===== config.mk =====
export PLATFORM = sky130hd
export DESIGN_NAME = i2c_master_bit_sequencer_flat
export DESIGN_NICKNAME = d
export VERILOG_FILES = /design/src/design/i2cms_pkg.sv /design/src/design/i2cms_cmd_if.sv /design/src/design/i2cms_res_if.sv /design/src/design/i2c_master_bit_sequencer.sv /design/src/design/i2cms_core.sv /design/src/flat_wrapper.sv
export SDC_FILE = /design/constraint.sdc
export NUM_CORES = 1
export LEC_CHECK = 0
export ABC_CLOCK_PERIOD_IN_PS = 6700
export BUFFER_PORTS_ARGS = -buffer_cell sky130_fd_sc_hd__buf_4
export CORE_ASPECT_RATIO = 0.5
export CORE_UTILIZATION = 40
export CTS_BUF_LIST = sky130_fd_sc_hd__clkbuf_8
export DETAILED_ROUTE_END_ITERATION = 12
export GPL_ROUTABILITY_DRIVEN = 0
export GPL_TIMING_DRIVEN = 0
export PLACE_DENSITY_LB_ADDON = 0.2
export SYNTH_ARGS = -nofsm -noshare
export SYNTH_HDL_FRONTEND = slang
export SYNTH_SLANG_ARGS = --single-unit

===== constraint.sdc =====
create_clock -name clk -period 6.7 [get_ports clk]
set_input_delay 1.34 -clock clk [delete_from_list [all_inputs] [get_ports clk]]
set_output_delay 1.34 -clock clk [all_outputs]
set_load 0.01 [all_outputs]

===== src/design/i2cms_pkg.sv =====
package i2cms_pkg;

    localparam int unsigned ADDR_W  = 3;
    localparam int unsigned DELAY_W = 18;

    localparam logic [ADDR_W-1:0] REG_TICKS_PER_UNIT    = 3'd0;
    localparam logic [ADDR_W-1:0] REG_ACK_TIMEOUT_LIMIT = 3'd4;

    localparam logic [15:0] TICKS_PER_UNIT_RST    = 16'd1;
    localparam logic [15:0] ACK_TIMEOUT_LIMIT_RST = 16'd1000;

    localparam logic [2:0] KIND_TICK  = 3'd0;
    localparam logic [2:0] KIND_START = 3'd1;
    localparam logic [2:0] KIND_STOP  = 3'd2;
    localparam logic [2:0] KIND_WRITE = 3'd3;
    localparam logic [2:0] KIND_READ  = 3'd4;
    localparam logic [2:0] KIND_WAIT  = 3'd5;

    localparam logic [3:0] BITS_PER_BYTE = 4'd8;

    typedef enum logic [3:0] {
        PH_IDLE,
        PH_START_A,
        PH_START_B,
        PH_STOP_A,
        PH_STOP_B,
        PH_WR_SETUP,
        PH_WR_HIGH,
        PH_WR_LOW,
        PH_RD_LOW,
        PH_RD_HIGH,
        PH_RD_HOLD,
        PH_AK_LOW,
        PH_AK_HIGH,
        PH_WA_REL,
        PH_WA_HIGH,
        PH_WA_POLL
    } phase_t;

    typedef struct packed {
        logic [2:0] kind;
        logic [7:0] write_byte;
        logic       send_ack;
        logic       sda_sample;
    } cmd_t;

    typedef struct packed {
        logic       scl_level;
        logic       sda_level;
        logic       sda_drive;
        logic       busy_res;
        logic       done_res;
        logic [7:0] read_byte;
        logic       ack_failed;
    } res_t;

endpackage


===== src/design/i2cms_cmd_if.sv =====
interface i2cms_cmd_if;
    logic       valid;
    logic       ready;
    logic [2:0] kind;
    logic [7:0] write_byte;
    logic       send_ack;
    logic       sda_sample;

    modport source (output valid, kind, write_byte, send_ack, sda_sample, input ready);
    modport sink (input valid, kind, write_byte, send_ack, sda_sample, output ready);
endinterface


===== src/design/i2cms_res_if.sv =====
interface i2cms_res_if;
    logic       valid;
    logic       ready;
    logic       scl_level;
    logic       sda_level;
    logic       sda_drive;
    logic       busy_res;
    logic       done_res;
    logic [7:0] read_byte;
    logic       ack_failed;

    modport source (
        output valid, scl_level, sda_level, sda_drive, busy_res, done_res, read_byte,
               ack_failed,
        input  ready
    );
    modport sink (
        input  valid, scl_level, sda_level, sda_drive, busy_res, done_res, read_byte,
               ack_failed,
        output ready
    );
endinterface


===== src/design/i2c_master_bit_sequencer.sv =====
// The pin sequencer steps on each accepted tick, and its result enters the output
// buffer as the tick is accepted; one tick per cycle while the buffer has room.
// A two-entry output buffer keeps ticks flowing while one result waits downstream.
// Reset (rst_n low, asynchronous): sequencer idle, SCL and SDA driven high,
// ticks_per_unit 1, ack_timeout_limit 1000, output buffer empty.
module i2c_master_bit_sequencer (
    input  logic                           clk,
    input  logic                           rst_n,
    input  logic                           psel,
    input  logic                           penable,
    input  logic                           pwrite,
    input  logic [i2cms_pkg::ADDR_W-1:0]   paddr,
    input  logic [31:0]                    pwdata,
    output logic [31:0]                    prdata,
    output logic                           pready,
    i2cms_cmd_if.sink                      cmd,
    i2cms_res_if.source                    res
);

    logic [15:0]     tpu_reg;
    logic [15:0]     tmo_lim_reg;
    logic            cfg_wr;
    logic            take;
    logic            pop;
    i2cms_pkg::cmd_t cmd_in;
    i2cms_pkg::res_t res_new;
    i2cms_pkg::res_t slot0_reg;
    i2cms_pkg::res_t slot1_reg;
    logic [1:0]      cnt_reg;

    assign pready = 1'b1;
    assign cfg_wr = psel && penable && pwrite;

    always_ff @(posedge clk or negedge rst_n)
    begin
        if (!rst_n)
        begin
            tpu_reg     <= i2cms_pkg::TICKS_PER_UNIT_RST;
            tmo_lim_reg <= i2cms_pkg::ACK_TIMEOUT_LIMIT_RST;
        end
        else if (cfg_wr)
        begin
            if (paddr[2] == i2cms_pkg::REG_ACK_TIMEOUT_LIMIT[2])
                tmo_lim_reg <= pwdata[15:0];
            else
                tpu_reg <= pwdata[15:0];
        end
    end

    always_comb
    begin
        unique case (paddr)
            i2cms_pkg::REG_TICKS_PER_UNIT:    prdata = {16'd0, tpu_reg};
            i2cms_pkg::REG_ACK_TIMEOUT_LIMIT: prdata = {16'd0, tmo_lim_reg};
            default:                          prdata = 32'd0;
        endcase
    end

    assign cmd_in.kind       = cmd.kind;
    assign cmd_in.write_byte = cmd.write_byte;
    assign cmd_in.send_ack   = cmd.send_ack;
    assign cmd_in.sda_sample = cmd.sda_sample;

    assign cmd.ready = (cnt_reg != 2'd2);
    assign take      = cmd.valid && cmd.ready;
    assign pop       = res.valid && res.ready;

    i2cms_core u_core (
        .clk               (clk),
        .rst_n             (rst_n),
        .step              (take),
        .cmd               (cmd_in),
        .ticks_per_unit    (tpu_reg),
        .ack_timeout_limit (tmo_lim_reg),
        .res               (res_new)
    );

    // output buffer: slot0 is the head
    always_ff @(posedge clk)
    begin
        if (pop)
        begin
            if (cnt_reg == 2'd2)
                slot0_reg <= slot1_reg;
            else
                slot0_reg <= res_new;
        end
        else if (take)
        begin
            if (cnt_reg == 2'd0)
                slot0_reg <= res_new;
            else
                slot1_reg <= res_new;
        end
    end

    always_ff @(posedge clk or negedge rst_n)
    begin
        if (!rst_n)
            cnt_reg <= 2'd0;
        else if (take && !pop)
            cnt_reg <= cnt_reg + 2'd1;
        else if (pop && !take)
            cnt_reg <= cnt_reg - 2'd1;
    end

    assign res.valid      = (cnt_reg != 2'd0);
    assign res.scl_level  = slot0_reg.scl_level;
    assign res.sda_level  = slot0_reg.sda_level;
    assign res.sda_drive  = slot0_reg.sda_drive;
    assign res.busy_res   = slot0_reg.busy_res;
    assign res.done_res   = slot0_reg.done_res;
    assign res.read_byte  = slot0_reg.read_byte;
    assign res.ack_failed = slot0_reg.ack_failed;

`ifndef SYNTHESIS
    a_cnt_range: assert property (@(posedge clk) disable iff (!rst_n)
        cnt_reg != 2'd3)
        else $error("output buffer count out of range");

    a_done_not_busy: assert property (@(posedge clk) disable iff (!rst_n)
        res.valid && res.done_res |-> !res.busy_res)
        else $error("completed transfer still reports busy");

    a_rbyte_on_done: assert property (@(posedge clk) disable iff (!rst_n)
        res.valid && res.read_byte != 8'd0 |-> res.done_res)
        else $error("read byte shown outside completion");

    a_fail_on_done: assert property (@(posedge clk) disable iff (!rst_n)
        res.valid && res.ack_failed |-> res.done_res && res.scl_level && res.sda_level)
        else $error("ack failure without completed stop");

    a_fill: assert property (@(posedge clk) disable iff (!rst_n)
        take && !pop && cnt_reg == 2'd1 |=> cnt_reg == 2'd2 && !cmd.ready)
        else $error("output buffer fill tracking broken");
`endif

endmodule


===== src/design/i2cms_core.sv =====
module i2cms_core (
    input  logic                clk,
    input  logic                rst_n,
    input  logic                step,
    input  i2cms_pkg::cmd_t     cmd,
    input  logic [15:0]         ticks_per_unit,
    input  logic [15:0]         ack_timeout_limit,
    output i2cms_pkg::res_t     res
);

    i2cms_pkg::phase_t phase_reg, phase_next;
    logic [3:0]                  bits_reg, bits_next;
    logic [7:0]                  shift_reg, shift_next;
    logic [i2cms_pkg::DELAY_W-1:0] delay_reg, delay_next;
    logic [15:0]                 tmo_reg, tmo_next;
    logic                        scl_reg, scl_next;
    logic                        sda_reg, sda_next;
    logic                        sda_en_reg, sda_en_next;
    logic                        ack_reg, ack_next;
    logic                        fail_reg, fail_next;

    logic [15:0]                 unit;
    logic [i2cms_pkg::DELAY_W-1:0] d1, d2, d4;
    logic                        expire;
    logic                        poll_ack;
    logic [15:0]                 tmo_src;
    logic [15:0]                 tmo_dec;
    logic                        tmo_out;
    logic [3:0]                  bits_dec;
    logic                        done;
    logic [7:0]                  rbyte;
    logic                        afail;

    assign unit     = (ticks_per_unit == 16'd0) ? 16'd1 : ticks_per_unit;
    assign d1       = {2'b00, unit};
    assign d2       = {1'b0, unit, 1'b0};
    assign d4       = {unit, 2'b00};
    assign expire   = (delay_reg <= {{(i2cms_pkg::DELAY_W-1){1'b0}}, 1'b1});
    assign poll_ack = !cmd.sda_sample;
    assign tmo_src  = (phase_reg == i2cms_pkg::PH_WA_POLL) ? tmo_reg :
                      ((ack_timeout_limit == 16'd0) ? 16'd1 : ack_timeout_limit);
    assign tmo_dec  = tmo_src - 16'd1;
    assign tmo_out  = (tmo_dec == 16'd0);
    assign bits_dec = bits_reg - 4'd1;

    // next phase
    always_comb
    begin
        phase_next = phase_reg;
        if (phase_reg == i2cms_pkg::PH_IDLE)
        begin
            unique case (cmd.kind)
                i2cms_pkg::KIND_START: phase_next = i2cms_pkg::PH_START_A;
                i2cms_pkg::KIND_STOP:  phase_next = i2cms_pkg::PH_STOP_A;
                i2cms_pkg::KIND_WRITE: phase_next = i2cms_pkg::PH_WR_SETUP;
                i2cms_pkg::KIND_READ:  phase_next = i2cms_pkg::PH_RD_LOW;
                i2cms_pkg::KIND_WAIT:  phase_next = i2cms_pkg::PH_WA_REL;
                default:               phase_next = i2cms_pkg::PH_IDLE;
            endcase
        end
        else if (phase_reg == i2cms_pkg::PH_WA_POLL || (phase_reg == i2cms_pkg::PH_WA_HIGH
                 && expire))
        begin
            priority if (poll_ack)
                phase_next = i2cms_pkg::PH_IDLE;
            else if (tmo_out)
                phase_next = i2cms_pkg::PH_STOP_A;
            else
                phase_next = i2cms_pkg::PH_WA_POLL;
        end
        else if (expire)
        begin
            unique case (phase_reg)
                i2cms_pkg::PH_START_A:  phase_next = i2cms_pkg::PH_START_B;
                i2cms_pkg::PH_STOP_A:   phase_next = i2cms_pkg::PH_STOP_B;
                i2cms_pkg::PH_WR_SETUP: phase_next = i2cms_pkg::PH_WR_HIGH;
                i2cms_pkg::PH_WR_HIGH:  phase_next = i2cms_pkg::PH_WR_LOW;
                i2cms_pkg::PH_WR_LOW:   phase_next = (bits_dec != 4'd0) ?
                                                     i2cms_pkg::PH_WR_SETUP :
                                                     i2cms_pkg::PH_IDLE;
                i2cms_pkg::PH_RD_LOW:   phase_next = i2cms_pkg::PH_RD_HIGH;
                i2cms_pkg::PH_RD_HIGH:  phase_next = i2cms_pkg::PH_RD_HOLD;
                i2cms_pkg::PH_RD_HOLD:  phase_next = (bits_dec != 4'd0) ?
                                                     i2cms_pkg::PH_RD_LOW :
                                                     i2cms_pkg::PH_AK_LOW;
                i2cms_pkg::PH_AK_LOW:   phase_next = i2cms_pkg::PH_AK_HIGH;
                i2cms_pkg::PH_WA_REL:   phase_next = i2cms_pkg::PH_WA_HIGH;
                default:                phase_next = i2cms_pkg::PH_IDLE;
            endcase
        end
    end

    // pins, counters and result flags
    always_comb
    begin
        bits_next   = bits_reg;
        shift_next  = shift_reg;
        delay_next  = delay_reg;
        tmo_next    = tmo_reg;
        scl_next    = scl_reg;
        sda_next    = sda_reg;
        sda_en_next = sda_en_reg;
        ack_next    = ack_reg;
        fail_next   = fail_reg;
        done        = 1'b0;
        rbyte       = 8'd0;
        afail       = 1'b0;
        if (phase_reg == i2cms_pkg::PH_IDLE)
        begin
            unique case (cmd.kind)
                i2cms_pkg::KIND_START:
                begin
                    sda_en_next = 1'b1;
                    sda_next    = 1'b1;
                    scl_next    = 1'b1;
                    delay_next  = d4;
                end
                i2cms_pkg::KIND_STOP:
                begin
                    fail_next   = 1'b0;
                    sda_en_next = 1'b1;
                    sda_next    = 1'b0;
                    scl_next    = 1'b0;
                    delay_next  = d4;
                end
                i2cms_pkg::KIND_WRITE:
                begin
                    sda_en_next = 1'b1;
                    scl_next    = 1'b0;
                    bits_next   = i2cms_pkg::BITS_PER_BYTE;
                    sda_next    = cmd.write_byte[7];
                    shift_next  = {cmd.write_byte[6:0], 1'b0};
                    delay_next  = d2;
                end
                i2cms_pkg::KIND_READ:
                begin
                    sda_en_next = 1'b0;
                    scl_next    = 1'b0;
                    shift_next  = 8'd0;
                    bits_next   = i2cms_pkg::BITS_PER_BYTE;
                    ack_next    = cmd.send_ack;
                    delay_next  = d2;
                end
                i2cms_pkg::KIND_WAIT:
                begin
                    sda_en_next = 1'b0;
                    sda_next    = 1'b1;
                    delay_next  = d1;
                end
                default:
                begin
                end
            endcase
        end
        else if (phase_reg == i2cms_pkg::PH_WA_POLL || (phase_reg == i2cms_pkg::PH_WA_HIGH
                 && expire))
        begin
            if (phase_reg == i2cms_pkg::PH_WA_HIGH)
                delay_next = '0;
            priority if (poll_ack)
            begin
                scl_next  = 1'b0;
                fail_next = 1'b0;
                done      = 1'b1;
            end
            else if (tmo_out)
            begin
                tmo_next    = tmo_dec;
                fail_next   = 1'b1;
                sda_en_next = 1'b1;
                sda_next    = 1'b0;
                scl_next    = 1'b0;
                delay_next  = d4;
            end
            else
                tmo_next = tmo_dec;
        end
        else if (!expire)
            delay_next = delay_reg - {{(i2cms_pkg::DELAY_W-1){1'b0}}, 1'b1};
        else
        begin
            delay_next = '0;
            unique case (phase_reg)
                i2cms_pkg::PH_START_A:
                begin
                    sda_next   = 1'b0;
                    delay_next = d4;
                end
                i2cms_pkg::PH_START_B:
                begin
                    scl_next = 1'b0;
                    done     = 1'b1;
                end
                i2cms_pkg::PH_STOP_A:
                begin
                    sda_next   = 1'b1;
                    scl_next   = 1'b1;
                    delay_next = d4;
                end
                i2cms_pkg::PH_STOP_B:
                begin
                    done  = 1'b1;
                    afail = fail_reg;
                end
                i2cms_pkg::PH_WR_SETUP:
                begin
                    scl_next   = 1'b1;
                    delay_next = d2;
                end
                i2cms_pkg::PH_WR_HIGH:
                begin
                    scl_next   = 1'b0;
                    delay_next = d2;
                end
                i2cms_pkg::PH_WR_LOW:
                begin
                    bits_next = bits_dec;
                    if (bits_dec != 4'd0)
                    begin
                        sda_next   = shift_reg[7];
                        shift_next = {shift_reg[6:0], 1'b0};
                        delay_next = d2;
                    end
                    else
                        done = 1'b1;
                end
                i2cms_pkg::PH_RD_LOW:
                begin
                    scl_next   = 1'b1;
                    delay_next = d2;
                end
                i2cms_pkg::PH_RD_HIGH:
                begin
                    shift_next = {shift_reg[6:0], cmd.sda_sample};
                    delay_next = d1;
                end
                i2cms_pkg::PH_RD_HOLD:
                begin
                    bits_next  = bits_dec;
                    scl_next   = 1'b0;
                    delay_next = d2;
                    if (bits_dec == 4'd0)
                    begin
                        sda_en_next = 1'b1;
                        sda_next    = !ack_reg;
                    end
                end
                i2cms_pkg::PH_AK_LOW:
                begin
                    scl_next   = 1'b1;
                    delay_next = d2;
                end
                i2cms_pkg::PH_AK_HIGH:
                begin
                    scl_next = 1'b0;
                    done     = 1'b1;
                    rbyte    = shift_reg;
                end
                i2cms_pkg::PH_WA_REL:
                begin
                    scl_next   = 1'b1;
                    delay_next = d1;
                end
                default:
                begin
                end
            endcase
        end
    end

    always_ff @(posedge clk or negedge rst_n)
    begin
        if (!rst_n)
        begin
            phase_reg  <= i2cms_pkg::PH_IDLE;
            bits_reg   <= '0;
            shift_reg  <= '0;
            delay_reg  <= '0;
            tmo_reg    <= '0;
            scl_reg    <= 1'b1;
            sda_reg    <= 1'b1;
            sda_en_reg <= 1'b1;
            ack_reg    <= 1'b0;
            fail_reg   <= 1'b0;
        end
        else if (step)
        begin
            phase_reg  <= phase_next;
            bits_reg   <= bits_next;
            shift_reg  <= shift_next;
            delay_reg  <= delay_next;
            tmo_reg    <= tmo_next;
            scl_reg    <= scl_next;
            sda_reg    <= sda_next;
            sda_en_reg <= sda_en_next;
            ack_reg    <= ack_next;
            fail_reg   <= fail_next;
        end
    end

    assign res.scl_level  = scl_next;
    assign res.sda_level  = sda_next;
    assign res.sda_drive  = sda_en_next;
    assign res.busy_res   = (phase_next != i2cms_pkg::PH_IDLE);
    assign res.done_res   = done;
    assign res.read_byte  = rbyte;
    assign res.ack_failed = afail;

endmodule


===== src/flat_wrapper.sv =====
// flat-port wrapper written by rule: the top's interface ports become plain ports
module i2c_master_bit_sequencer_flat 
  (clk, rst_n, psel, penable, pwrite, paddr, pwdata, prdata, pready, cmd_valid, cmd_kind, cmd_write_byte, cmd_send_ack, cmd_sda_sample, cmd_ready, res_valid, res_scl_level, res_sda_level, res_sda_drive, res_busy_res, res_done_res, res_read_byte, res_ack_failed, res_ready);
  i2cms_cmd_if cmd_i ();
  i2cms_res_if res_i ();
  input  logic clk;
  input  logic rst_n;
  input  logic psel;
  input  logic penable;
  input  logic pwrite;
  input  logic [i2cms_pkg::ADDR_W-1:0] paddr;
  input  logic [31:0] pwdata;
  output logic [31:0] prdata;
  output logic pready;
  input wire logic [$bits(cmd_i.valid)-1:0] cmd_valid;
  input wire logic [$bits(cmd_i.kind)-1:0] cmd_kind;
  input wire logic [$bits(cmd_i.write_byte)-1:0] cmd_write_byte;
  input wire logic [$bits(cmd_i.send_ack)-1:0] cmd_send_ack;
  input wire logic [$bits(cmd_i.sda_sample)-1:0] cmd_sda_sample;
  output wire logic [$bits(cmd_i.ready)-1:0] cmd_ready;
  output wire logic [$bits(res_i.valid)-1:0] res_valid;
  output wire logic [$bits(res_i.scl_level)-1:0] res_scl_level;
  output wire logic [$bits(res_i.sda_level)-1:0] res_sda_level;
  output wire logic [$bits(res_i.sda_drive)-1:0] res_sda_drive;
  output wire logic [$bits(res_i.busy_res)-1:0] res_busy_res;
  output wire logic [$bits(res_i.done_res)-1:0] res_done_res;
  output wire logic [$bits(res_i.read_byte)-1:0] res_read_byte;
  output wire logic [$bits(res_i.ack_failed)-1:0] res_ack_failed;
  input wire logic [$bits(res_i.ready)-1:0] res_ready;
  assign cmd_i.valid = cmd_valid;
  assign cmd_i.kind = cmd_kind;
  assign cmd_i.write_byte = cmd_write_byte;
  assign cmd_i.send_ack = cmd_send_ack;
  assign cmd_i.sda_sample = cmd_sda_sample;
  assign cmd_ready = cmd_i.ready;
  assign res_valid = res_i.valid;
  assign res_scl_level = res_i.scl_level;
  assign res_sda_level = res_i.sda_level;
  assign res_sda_drive = res_i.sda_drive;
  assign res_busy_res = res_i.busy_res;
  assign res_done_res = res_i.done_res;
  assign res_read_byte = res_i.read_byte;
  assign res_ack_failed = res_i.ack_failed;
  assign res_i.ready = res_ready;
  i2c_master_bit_sequencer u_core (.clk(clk), .rst_n(rst_n), .psel(psel), .penable(penable), .pwrite(pwrite), .paddr(paddr), .pwdata(pwdata), .prdata(prdata), .pready(pready), .cmd(cmd_i), .res(res_i));
endmodule

* Word-level counts from Yosys, hierarchy flattened *
Index checks and enable logic that the tools add are counted.

word-level totals
  bits in registers = 117
  bits of input ports = 55
  output and inout bits = 49
  word-level logic and storage cells = 200

cells by class
  $add $sub $neg = 5
  order comparisons = 1
  equal/unequal tests = 30
  muxes and demuxes = 82
  bitwise logic cells = 4
  reductions and logical operators = 51

operators by type and width
  operator                 number
  $mux W18                 6
  $pmux W18 S4             1
  $mux W8                  8
  $mux W14                 4
  $pmux W18 S3             1
  $logic_not A16 Y1        3
  $mux W16                 3
  $mux W4                  10
  $pmux W4 S10             1
  $mux W1                  33
  $eq A4 B4 Y1 const B     8
  $pmux W16 S2             1
  $pmux W8 S2              2
  $pmux W4 S5              1
  $le A18 B1 Y1 const B    1
  $sub A18 B1 Y18 const B  1
  $mux W17                 1
  $eq A4 B3 Y1 const B     4
  $sub A16 B1 Y16 const B  1
  $reduce_bool A2 Y1       7
  $reduce_or A2 Y1         7
  $reduce_or A5 Y1         2
  $eq A3 B3 Y1 const B     3
  $reduce_or A3 Y1         3
  33 further kinds         61

* Logic depth before layout (Yosys ltp) *
Gate-level depths: netlist of the first run.

  depth after elaboration = 13
  mapped depth = 20
  gate-level depth less buffers = 15

* By module *
A second synthesis of the first run with hierarchy kept.

second synthesis, totals
  cells, all modules = 927
  area, all modules = 8,473.1 µm²

modules (own cells, without submodules)
  module                    times used  cells each  area each (µm²)  sequential area each (µm²)
  i2cms_core                1           744         5,659.2          1,380.1
  i2c_master_bit_sequencer  1           183         2,813.9          1,700.4

* Least setup slack after synthesis of the first run *
No wires, ideal clock.

  kind = reg2reg
  start point = register u_core.u_core.phase_reg[3]
  end point = register u_core.slot0_reg (netlist bit u_core.res.scl_level), data pin
  library setup time = 272 ps
  data arrival time = 4,375 ps
  required time = 6,428 ps
  path slack = 2,053 ps
  stages on the path, launching flop included = 19
  path buffers = 7
  clock period less this slack = 4,647 ps
  path through = dfrtp_1 > and4_1 > buf_4 > buf_4 > buf_2 > clkbuf_1 > clkbuf_1 > mux2i_1 > ha_1 > buf_2 > or3b_1 > clkbuf_1 > o21ai_1 > nor4b_2 > o2111ai_1 > or4_4 > or2_1 > a41oi_2 > mux2i_1

on the way
  word-level cells in the longest chain between the ends = 11
  elaborated cells between the ends (all ways) = 29
  those cells by class = add/sub: 1; eq/ne: 11; mux: 11; reduce/logical: 6

RTL lines
  what                    RTL line                             RTL
  from (decl)             i2cms_core.sv:11                     i2cms_pkg::phase_t phase_reg, phase_next;
  from (signal assigned)  i2cms_core.sv:275                    phase_reg <= i2cms_pkg::PH_IDLE;
  from (signal assigned)  i2cms_core.sv:288                    phase_reg <= phase_next;
  $eq A4 B4 Y1            i2cms_core.sv:40, i2cms_core.sv:155
  $mux W16                i2cms_core.sv:40                     assign tmo_src = (phase_reg == i2cms_pkg::PH_WA_POLL) ? tmo_reg :
  $sub A16 B1 Y16         i2cms_core.sv:42                     assign tmo_dec = tmo_src - 16'd1;
  $logic_not A16 Y1       i2cms_core.sv:43                     assign tmo_out = (tmo_dec == 16'd0);
  $mux W1                 i2cms_core.sv:166                    else if (tmo_out)
  $mux W1                 i2cms_core.sv:160                    priority if (poll_ack)
  $mux W1                 i2cms_core.sv:155                    else if (phase_reg == i2cms_pkg::PH_WA_POLL || (phase_reg == i2cms_pkg::PH_WA_HIGH
  $mux W1 *               i2cms_core.sv:108                    if (phase_reg == i2cms_pkg::PH_IDLE)
  $mux W14                i2c_master_bit_sequencer.sv:90       if (cnt_reg == 2'd0)
  $mux W14                i2c_master_bit_sequencer.sv:88       else if (take)
  $mux W14 *              i2c_master_bit_sequencer.sv:81       if (pop)
  to (signal assigned)    i2c_master_bit_sequencer.sv:84       slot0_reg <= slot1_reg;
  to (signal assigned)    i2c_master_bit_sequencer.sv:86       slot0_reg <= res_new;
  to (signal assigned)    i2c_master_bit_sequencer.sv:91       slot0_reg <= res_new;
  to (decl)               i2c_master_bit_sequencer.sv:27       i2cms_pkg::res_t slot0_reg;

Mark *: on every way between the ends. The rest lies on a longest branch, timed or not. The select of a mux whose other input is x is not followed.
A chain may end at the register's enable or synchronous reset.

* Worst setup path in the final report of the first run *
Same ends and word-level chain as after synthesis.

==> impl_summary.txt, run 1 <==
----------------------------------------------------
[Pwr]
  Maximum vdd ir drop ... 104 µV
  Power share of the combinational group ... 35.1%
  Relative contribution of sequential cells to total power ... a little under two fifths
  Clock share of power ... ~28%
  Power per cell area ... 260 mW/mm²
  P_int ... 1.63 mW
  Leakage Power ... 3.91 nW
  P_sw ... 0.962 mW
  Switching share of total power ... 37.2%

[Timing]
  Clock Skews ... 0.0151 ns
  Max-slew violation count ... 0
  Relative slew slack ... just under 20%
  Min cycle time layout ... about 6.2 ns
  Maximum clock rate ... roughly 160 MHz
  Post-route clock period utilization ... 92.6%
  RSZ-0062 raised after global routing ... false
  Hold Vio Cnt, Final ... 0
  # setup viols final ... 0
  Final TNS setup ... 0 ns
  Transition at the pin with the smallest max-transition slack ... 1.19 ns

[Critical path]
  Startpoint of the worst-slack reg-to-reg timing path ... u_core.u_core.phase_reg[3]
  Endpoint type of the worst setup path ... register
  Dominant delay contributor by cell family on the critical path ... simple AND/OR/NAND/NOR gates
  Buffer and inverter count on the worst path ... 6
  Highest fanout seen on the critical path ... 10
  Worst Setup Start Kind ... register
  Category of the most critical setup path ... reg -> reg
  Required time of the critical path ... 6.88 ns
  R2R setup slack ... 0.50 ns
  Worst r2r dst ... u_core.res.scl_level
  Worst path slowest cell ... sky130_fd_sc_hd__nor3b_1
  Maximum cell stage delay along the critical path ... 0.62 ns
  Worst Setup EP ... u_core.res.scl_level
  Crit. Startpoint ... u_core.u_core.phase_reg[3]
  Ordered list of cells on the worst path ... and4_1 > buf_4 > buf_4 > buf_2 > clkbuf_1 > clkbuf_1 > mux2i_1 > ha_1 > buf_2 > nor3b_1 > a21boi_0 > nor3_1 > o2111ai_1 > or4_4 > or2_1 > a41oi_2 > mux2i_1
  Cell count along the critical path ... 17
  Length in cells of the worst reg-to-reg path ... 17
  Arrival time reported for the critical path endpoint ... 6.39 ns

[Route]
  Top Layer Used ... met4
  Routed Wire Length ... 27.4 mm
  Initial drt markers ... slightly above 800
  DR vias ... 8357
  DRC Markers ... 0
  Antenna-violating nets left ... 0
  Met2 Wirelength ... 11.8 mm
  Drt wl/cell ... around 20 µm
  Average via count per standard cell ... 6.11
  Detailed-routed wire length on met3 ... ~2.3 mm
  WL met1 ... 12.7 mm
  Router iterations before antenna repair ... 7

[Global routing]
  Global-route usage over all layers ... between 20% and 30%
  Number of global-route vias before repair ... 7961
  Wire length of the first global-routing pass ... 44.2 mm
  Initial antenna violation count ... 0
  Largest net degree at the start of global routing ... 90
  Leftover overflow at the end of global routing ... 0

[Final layout]
  Final design instance area without fill ... between 0.009 and 0.01 mm²
  Register Area ... 0.00308 mm²
  Net total in the final layout ... 1144
  Total inserted antenna cells ... 0
  Area added between synthesis and finish ... 15.6%
  Multi-input gate area in the final layout ... 0.00498 mm²
  Final-layout fill cell count ... 1997
  Max FFs per register ... 18
  Share of final-layout standard cells stronger than drive strength 1 ... 21.3%

[Synth]
  Register bit count reported by yosys ... 117
  Largest area contributor in the synthesized netlist ... sky130_fd_sc_hd__dfrtp_1
  Post-synth design cell area ... ~0.0086 mm²
  Sequential element share of the synthesized area ... 35.8%
  Most frequent cell after synthesis ... sky130_fd_sc_hd__nor2_1
  Mapped Avg Cell Area ... 8.78 µm²
  Total number of yosys warnings ... 0
  Gate Count Post-Synth ... 980
  Fraction of post-synthesis cell area in the top cell type by area ... 23.0%
  Commonest cells in the netlist ... 106 x sky130_fd_sc_hd__nor2_1, 79 x sky130_fd_sc_hd__dfrtp_1, 61 x sky130_fd_sc_hd__a21oi_1
  Async set-reset flop share out of synthesis ... 76.1%
  EDFF count, synth ... 28
  Cells taking the most area after synthesis ... sky130_fd_sc_hd__dfrtp_1 23%, sky130_fd_sc_hd__edfxtp_1 9.8%, sky130_fd_sc_hd__mux2_2 7.1%
  Unique masters post-synth ... 90
  Leading register cell type out of synthesis ... sky130_fd_sc_hd__dfrtp_1

[Clocking]
  H-tree depth reported by CTS ... 4
  Buffer cell driving the clock tree root ... sky130_fd_sc_hd__clkbuf_8
  Post-CTS setup repair buffer count ... 0
  Sink Count ... 117
  Clock tree from TritonCTS ... done
  CTS hold repair buffers ... 0
  Clock buffers created by TritonCTS ... 17
  Number of cells upsized or downsized after cts ... 0
  Number of buffers on the longest clock path ... 2
  Clock transition at the registers of the reported paths ... 0.08 ns
  Clock latency of the later-clocked register in the worst-skew pair ... 0.46 ns

[Floorplan]
  Total die area ... 0.0221 mm²
  Initial Util ... roughly two fifths
  Die Width ... 209 µm
  Vertical die dimension ... 106 µm
  I/O pin count ... around 100
  Number of rows in the core area ... 37
  Core region area ... approximately 0.021 mm²

[Place]
  HPWL reported at the end of detailed placement ... 19.9 mm
  Port bufs ... 67
  Placed instance area ... ~0.0095 mm²

[Outcome]
  Outcome ... complete, no violations

[Run]
  Reported max-cap violation count ... 0

[Min path]
  Type of the tightest min-delay check ... reg -> reg

----------------------------------------------------
metrics by stage:
stage | hold slack, ns | power, mW | utilization (%) | setup WS [ns] | instances
3_3_place_gp | 0.472 | 1.83 | 45.6 | 0.729 | 1335
4_1_cts | 0.495 | 2.58 | 47.8 | 0.656 | 1368
6_report | 0.489 | 2.59 | 47.8 | 0.495 | 1368
5_1_grt | 0.520 | 2.72 | 47.8 | 0.194 | 1368
2_1_floorplan | 0.455 | 1.54 | - | 2.05 | 995
3_5_place_dp | 0.482 | 1.85 | 45.7 | 0.714 | 1336
worst reg2reg max path: cells and delay by family (launching register included):
family	cells	cell delay (ns)
flops	1	0.49
simple gates	5	2.13
fa+ha+maj	1	0.19
compound gates	3	0.67
buf+inv	6	2.00
mux	2	0.45
worst min-delay path by stage:
stage	start	to	slack, ns	cells past startpoint
global placement	u_core.cnt_reg[1]	u_core.cnt_reg[1]	0.47	1
detailed placement	u_core.cnt_reg[1]	u_core.cnt_reg[1]	0.48	1
floorplan	u_core.u_core.tmo_reg[15]	u_core.u_core.tmo_reg[15]	0.46	2
finish	u_core.cnt_reg[1]	u_core.cnt_reg[1]	0.49	1
global route	u_core.cnt_reg[1]	u_core.cnt_reg[1]	0.52	1
CTS	u_core.cnt_reg[1]	u_core.cnt_reg[1]	0.50	1
per-layer routing:
metal / up-vias / global-route usage [%]
met1: 4036 / 36.4
met5: - / 0
met4: 0 / 8.77
met2: 426 / 38.5
met3: 50 / 5.45
li1: 3845 / -
power by group through the flow:
stage	logic, mW	registers, mW	clock network (mW)
after floorplan	0.596	0.947	0
after global placement	0.867	0.960	0
after detailed placement	0.888	0.962	0
after CTS	0.892	0.948	0.743
after global routing	0.987	0.962	0.777
final	0.908	0.951	0.731
logic make-up after synthesis:
kind of cell,after synthesis,synth area share (%)
simple gates,346,22.0
compound gates,273,21.7
buf+inv,132,6.94
flops,117,35.8
mux,82,10.4
xor+xnor,21,2.14
fa+ha+maj,7,1.02
other cells,2,0.0873
cell usage in the layout, fill, tap and decap left out, drive strengths merged, types with 15 or more instances in the layout:
cell type,instances
clkbuf,78
nor4,27
nand4,17
nand3,19
nand2,50
o21ai,67
inv,30
nor2,108
buf,111
mux2,54
edfxtp,28
dfrtp,79
a21oi,61
mux2i,28
a22oi,28
and2,15
conb,17
nor3,41
layout make-up:
class,instances,area share (%)
buffer,103,4.90
clock buffer,18,2.49
clock inverter,14,1.87
inverter,29,1.09
multi-input combinational,746,50.1
sequential,117,31.0
tap,273,3.43
timing repair buffer,68,5.17
Power figures use the tool's default switching activity.
==> run 2: changes to the inputs <==
--- a/config.mk
+++ b/config.mk
@@ -9,7 +9,6 @@
 export BUFFER_PORTS_ARGS = -buffer_cell sky130_fd_sc_hd__buf_4
 export CORE_ASPECT_RATIO = 0.5
 export CORE_UTILIZATION = 40
-export CTS_BUF_LIST = sky130_fd_sc_hd__clkbuf_8
 export DETAILED_ROUTE_END_ITERATION = 12
 export GPL_ROUTABILITY_DRIVEN = 0
 export GPL_TIMING_DRIVEN = 0
==> run 2 against run 1 <==
  * Fmax down 0.24%
  * Utilization increased by 0.87 points
  * Global-route usage grew 0.072 points
  * Power up 8.7%
==> impl_summary.txt, run 2 (same netlist as run 1, synthesis figures left out) <==
----------------------------------------------------
[Place]
  Placed Cells ... 1336
  HPWL reported at the end of detailed placement ... between 15 and 20 mm
  Port bufs ... 67

[Critical path]
  Endpoint type of the worst setup path ... register
  Highest fanout seen on the critical path ... 10
  Worst Setup Start Kind ... register
  Required time of the critical path ... 7.05 ns
  Arrival time reported for the critical path endpoint ... 6.57 ns
  Crit. Startpoint ... u_core.u_core.phase_reg[1]
  Category of the most critical setup path ... reg -> reg
  Startpoint of the worst-slack reg-to-reg timing path ... u_core.u_core.phase_reg[1]

[Floorplan]
  Initial Util ... 41.3%
  Vertical die dimension ... roughly 110 µm
  Core region area ... 0.0208 mm²
  Number of rows in the core area ... 37
  Total die area ... 0.0221 mm²
  I/O pin count ... 104
  Die Width ... 209 µm

[Route]
  Initial drt markers ... 934
  Routed Wire Length ... between 20 and 30 mm
  DR vias ... about 8400
  Router iterations before antenna repair ... 6
  Average via count per standard cell ... 6.11
  Drt wl/cell ... 20.2 µm
  DRC Markers ... 0
  Antenna-violating nets left ... 0

[Timing]
  Hold Vio Cnt, Final ... 0
  Transition at the pin with the smallest max-transition slack ... 1.31 ns
  Clock Skews ... around 0.0093 ns
  Final TNS setup ... 0 ns
  RSZ-0062 raised after global routing ... false
  Min cycle time layout ... 6.22 ns
  # setup viols final ... 0
  Post-route clock period utilization ... 92.8%
  Maximum clock rate ... 161 MHz
  Max-slew violation count ... 0
  Relative slew slack ... around 12%

[Global routing]
  Leftover overflow at the end of global routing ... 0
  Initial antenna violation count ... 0
  Wire length of the first global-routing pass ... 44.4 mm
  Largest net degree at the start of global routing ... 90
  Global-route usage over all layers ... 25.7%
  Number of global-route vias before repair ... 7969

[Clocking]
  H-tree depth reported by CTS ... 4
  Clock transition at the registers of the reported paths ... roughly 0.060 ns
  Clock latency of the later-clocked register in the worst-skew pair ... approximately 0.43 ns
  Buffer cell driving the clock tree root ... sky130_fd_sc_hd__clkbuf_16
  CTS hold repair buffers ... 0
  Post-CTS setup repair buffer count ... 0
  Number of cells upsized or downsized after cts ... 0
  Sink Count ... 117
  Clock tree from TritonCTS ... done
  Clock buffers created by TritonCTS ... 17
  Number of buffers on the longest clock path ... 2

[Final layout]
  Final-layout fill cell count ... 1980
  Final cell utilization of the core ... 48.6%
  Most frequent standard cell in the layout excluding fill and tap cells ... sky130_fd_sc_hd__nor2_1
  Share of final-layout standard cells stronger than drive strength 1 ... between 20% and 30%
  Leading cell types in the layout, fill and taps excluded ... 106 x sky130_fd_sc_hd__nor2_1, 87 x sky130_fd_sc_hd__buf_4, 79 x sky130_fd_sc_hd__dfrtp_1
  Non-filler instance count after layout ... roughly 1400
  Net total in the final layout ... 1144
  Area added between synthesis and finish ... 17.8%
  Max FFs per register ... 18
  Total inserted antenna cells ... 0

[Run]
  Reported max-cap violation count ... 0

[Pwr]
  Power per cell area ... 278 mW/mm²
  Maximum vdd ir drop ... 131 µV
  Power, Total ... 2.82 mW
  Leakage Power ... about 4.0 nW

[Min path]
  Hold Path Origin ... u_core.cnt_reg[1]
  Type of the tightest min-delay check ... reg -> reg

[Outcome]
  Outcome ... complete, no violations

----------------------------------------------------
run 2: cell count changes in the layout (fill, tap and decap cells not counted), sizes merged:
cell / previous run / this run
inv: 30 / 28
clkbuf: 78 / 82
bufinv: 4 / 2
run 2: final cells by class:
| type | instances | area, µm² | area share [%] |
|---|---|---|---|
| buffer | 103 | 488 | 4.82 |
| clock buffer | 22 | 497 | 4.90 |
| multi-input combinational | 746 | 4980 | 49.2 |
| sequential | 117 | 3080 | 30.4 |
| timing repair buffer | 68 | 514 | 5.08 |
| tap | 273 | 342 | 3.37 |
| inverter | 29 | 109 | 1.07 |
| clock inverter | 10 | 119 | 1.17 |
run 2: routing by layer:
layer	global-route usage [%]	up-vias	wire, µm
li1	-	3849	-
met1	36.9	4044	12700
met2	38.7	419	12000
met3	4.74	50	2360
met4	8.72	0	551
met5	0	-	0
run 2: final timing paths:
path | endpoint | slack [ns] | cells past startpoint
worst max-delay path | u_core.u_core.delay_reg[13] | 0.48 | 17
worst min-delay path | u_core.cnt_reg[1] | 0.49 | 1
worst max register to register | u_core.u_core.delay_reg[13] | 0.48 | 17
worst min register to register | u_core.cnt_reg[1] | 0.49 | 1
max in group asynchronous | u_core.u_core.bits_reg[1] | 4.77 | 1
min in group asynchronous | u_core.u_core.tmo_reg[7] | 1.16 | 1
run 2: critical path, cell delays in order, from the launching register on:
cell and delay (ns):
sky130_fd_sc_hd__dfrtp_1 0.49, sky130_fd_sc_hd__and4_1 0.27, sky130_fd_sc_hd__buf_4 0.21, sky130_fd_sc_hd__buf_4 0.21, sky130_fd_sc_hd__buf_2 0.28, sky130_fd_sc_hd__clkbuf_1 0.48, sky130_fd_sc_hd__clkbuf_1 0.57, sky130_fd_sc_hd__mux2i_1 0.33
sky130_fd_sc_hd__ha_1 0.19, sky130_fd_sc_hd__buf_2 0.19, sky130_fd_sc_hd__nor3b_1 0.64, sky130_fd_sc_hd__a21boi_0 0.19, sky130_fd_sc_hd__nor3_1 0.33, sky130_fd_sc_hd__o2111ai_1 0.18, sky130_fd_sc_hd__or4_4 0.62, sky130_fd_sc_hd__nor3_2 0.49
sky130_fd_sc_hd__o21ai_0 0.22, sky130_fd_sc_hd__a22oi_1 0.21
run 2: report_power, final:
part	internal (mW)	switching, mW	leakage (nW)
Combinational	0.356	0.552	2.34
Sequential	0.860	0.0918	1.35
Clock	0.602	0.354	0.289
Total	1.82	0.997	3.98
run 2: per-stage QoR:
step | hold slack (ns) | worst slack [ns] | area, µm²
after floorplan | 0.455 | 2.05 | 8660
after global placement | 0.472 | 0.729 | 9510
after detailed placement | 0.482 | 0.714 | 9520
after CTS | 0.493 | 0.665 | 10100
after global routing | 0.517 | 0.214 | 10100
final | 0.487 | 0.480 | 10100
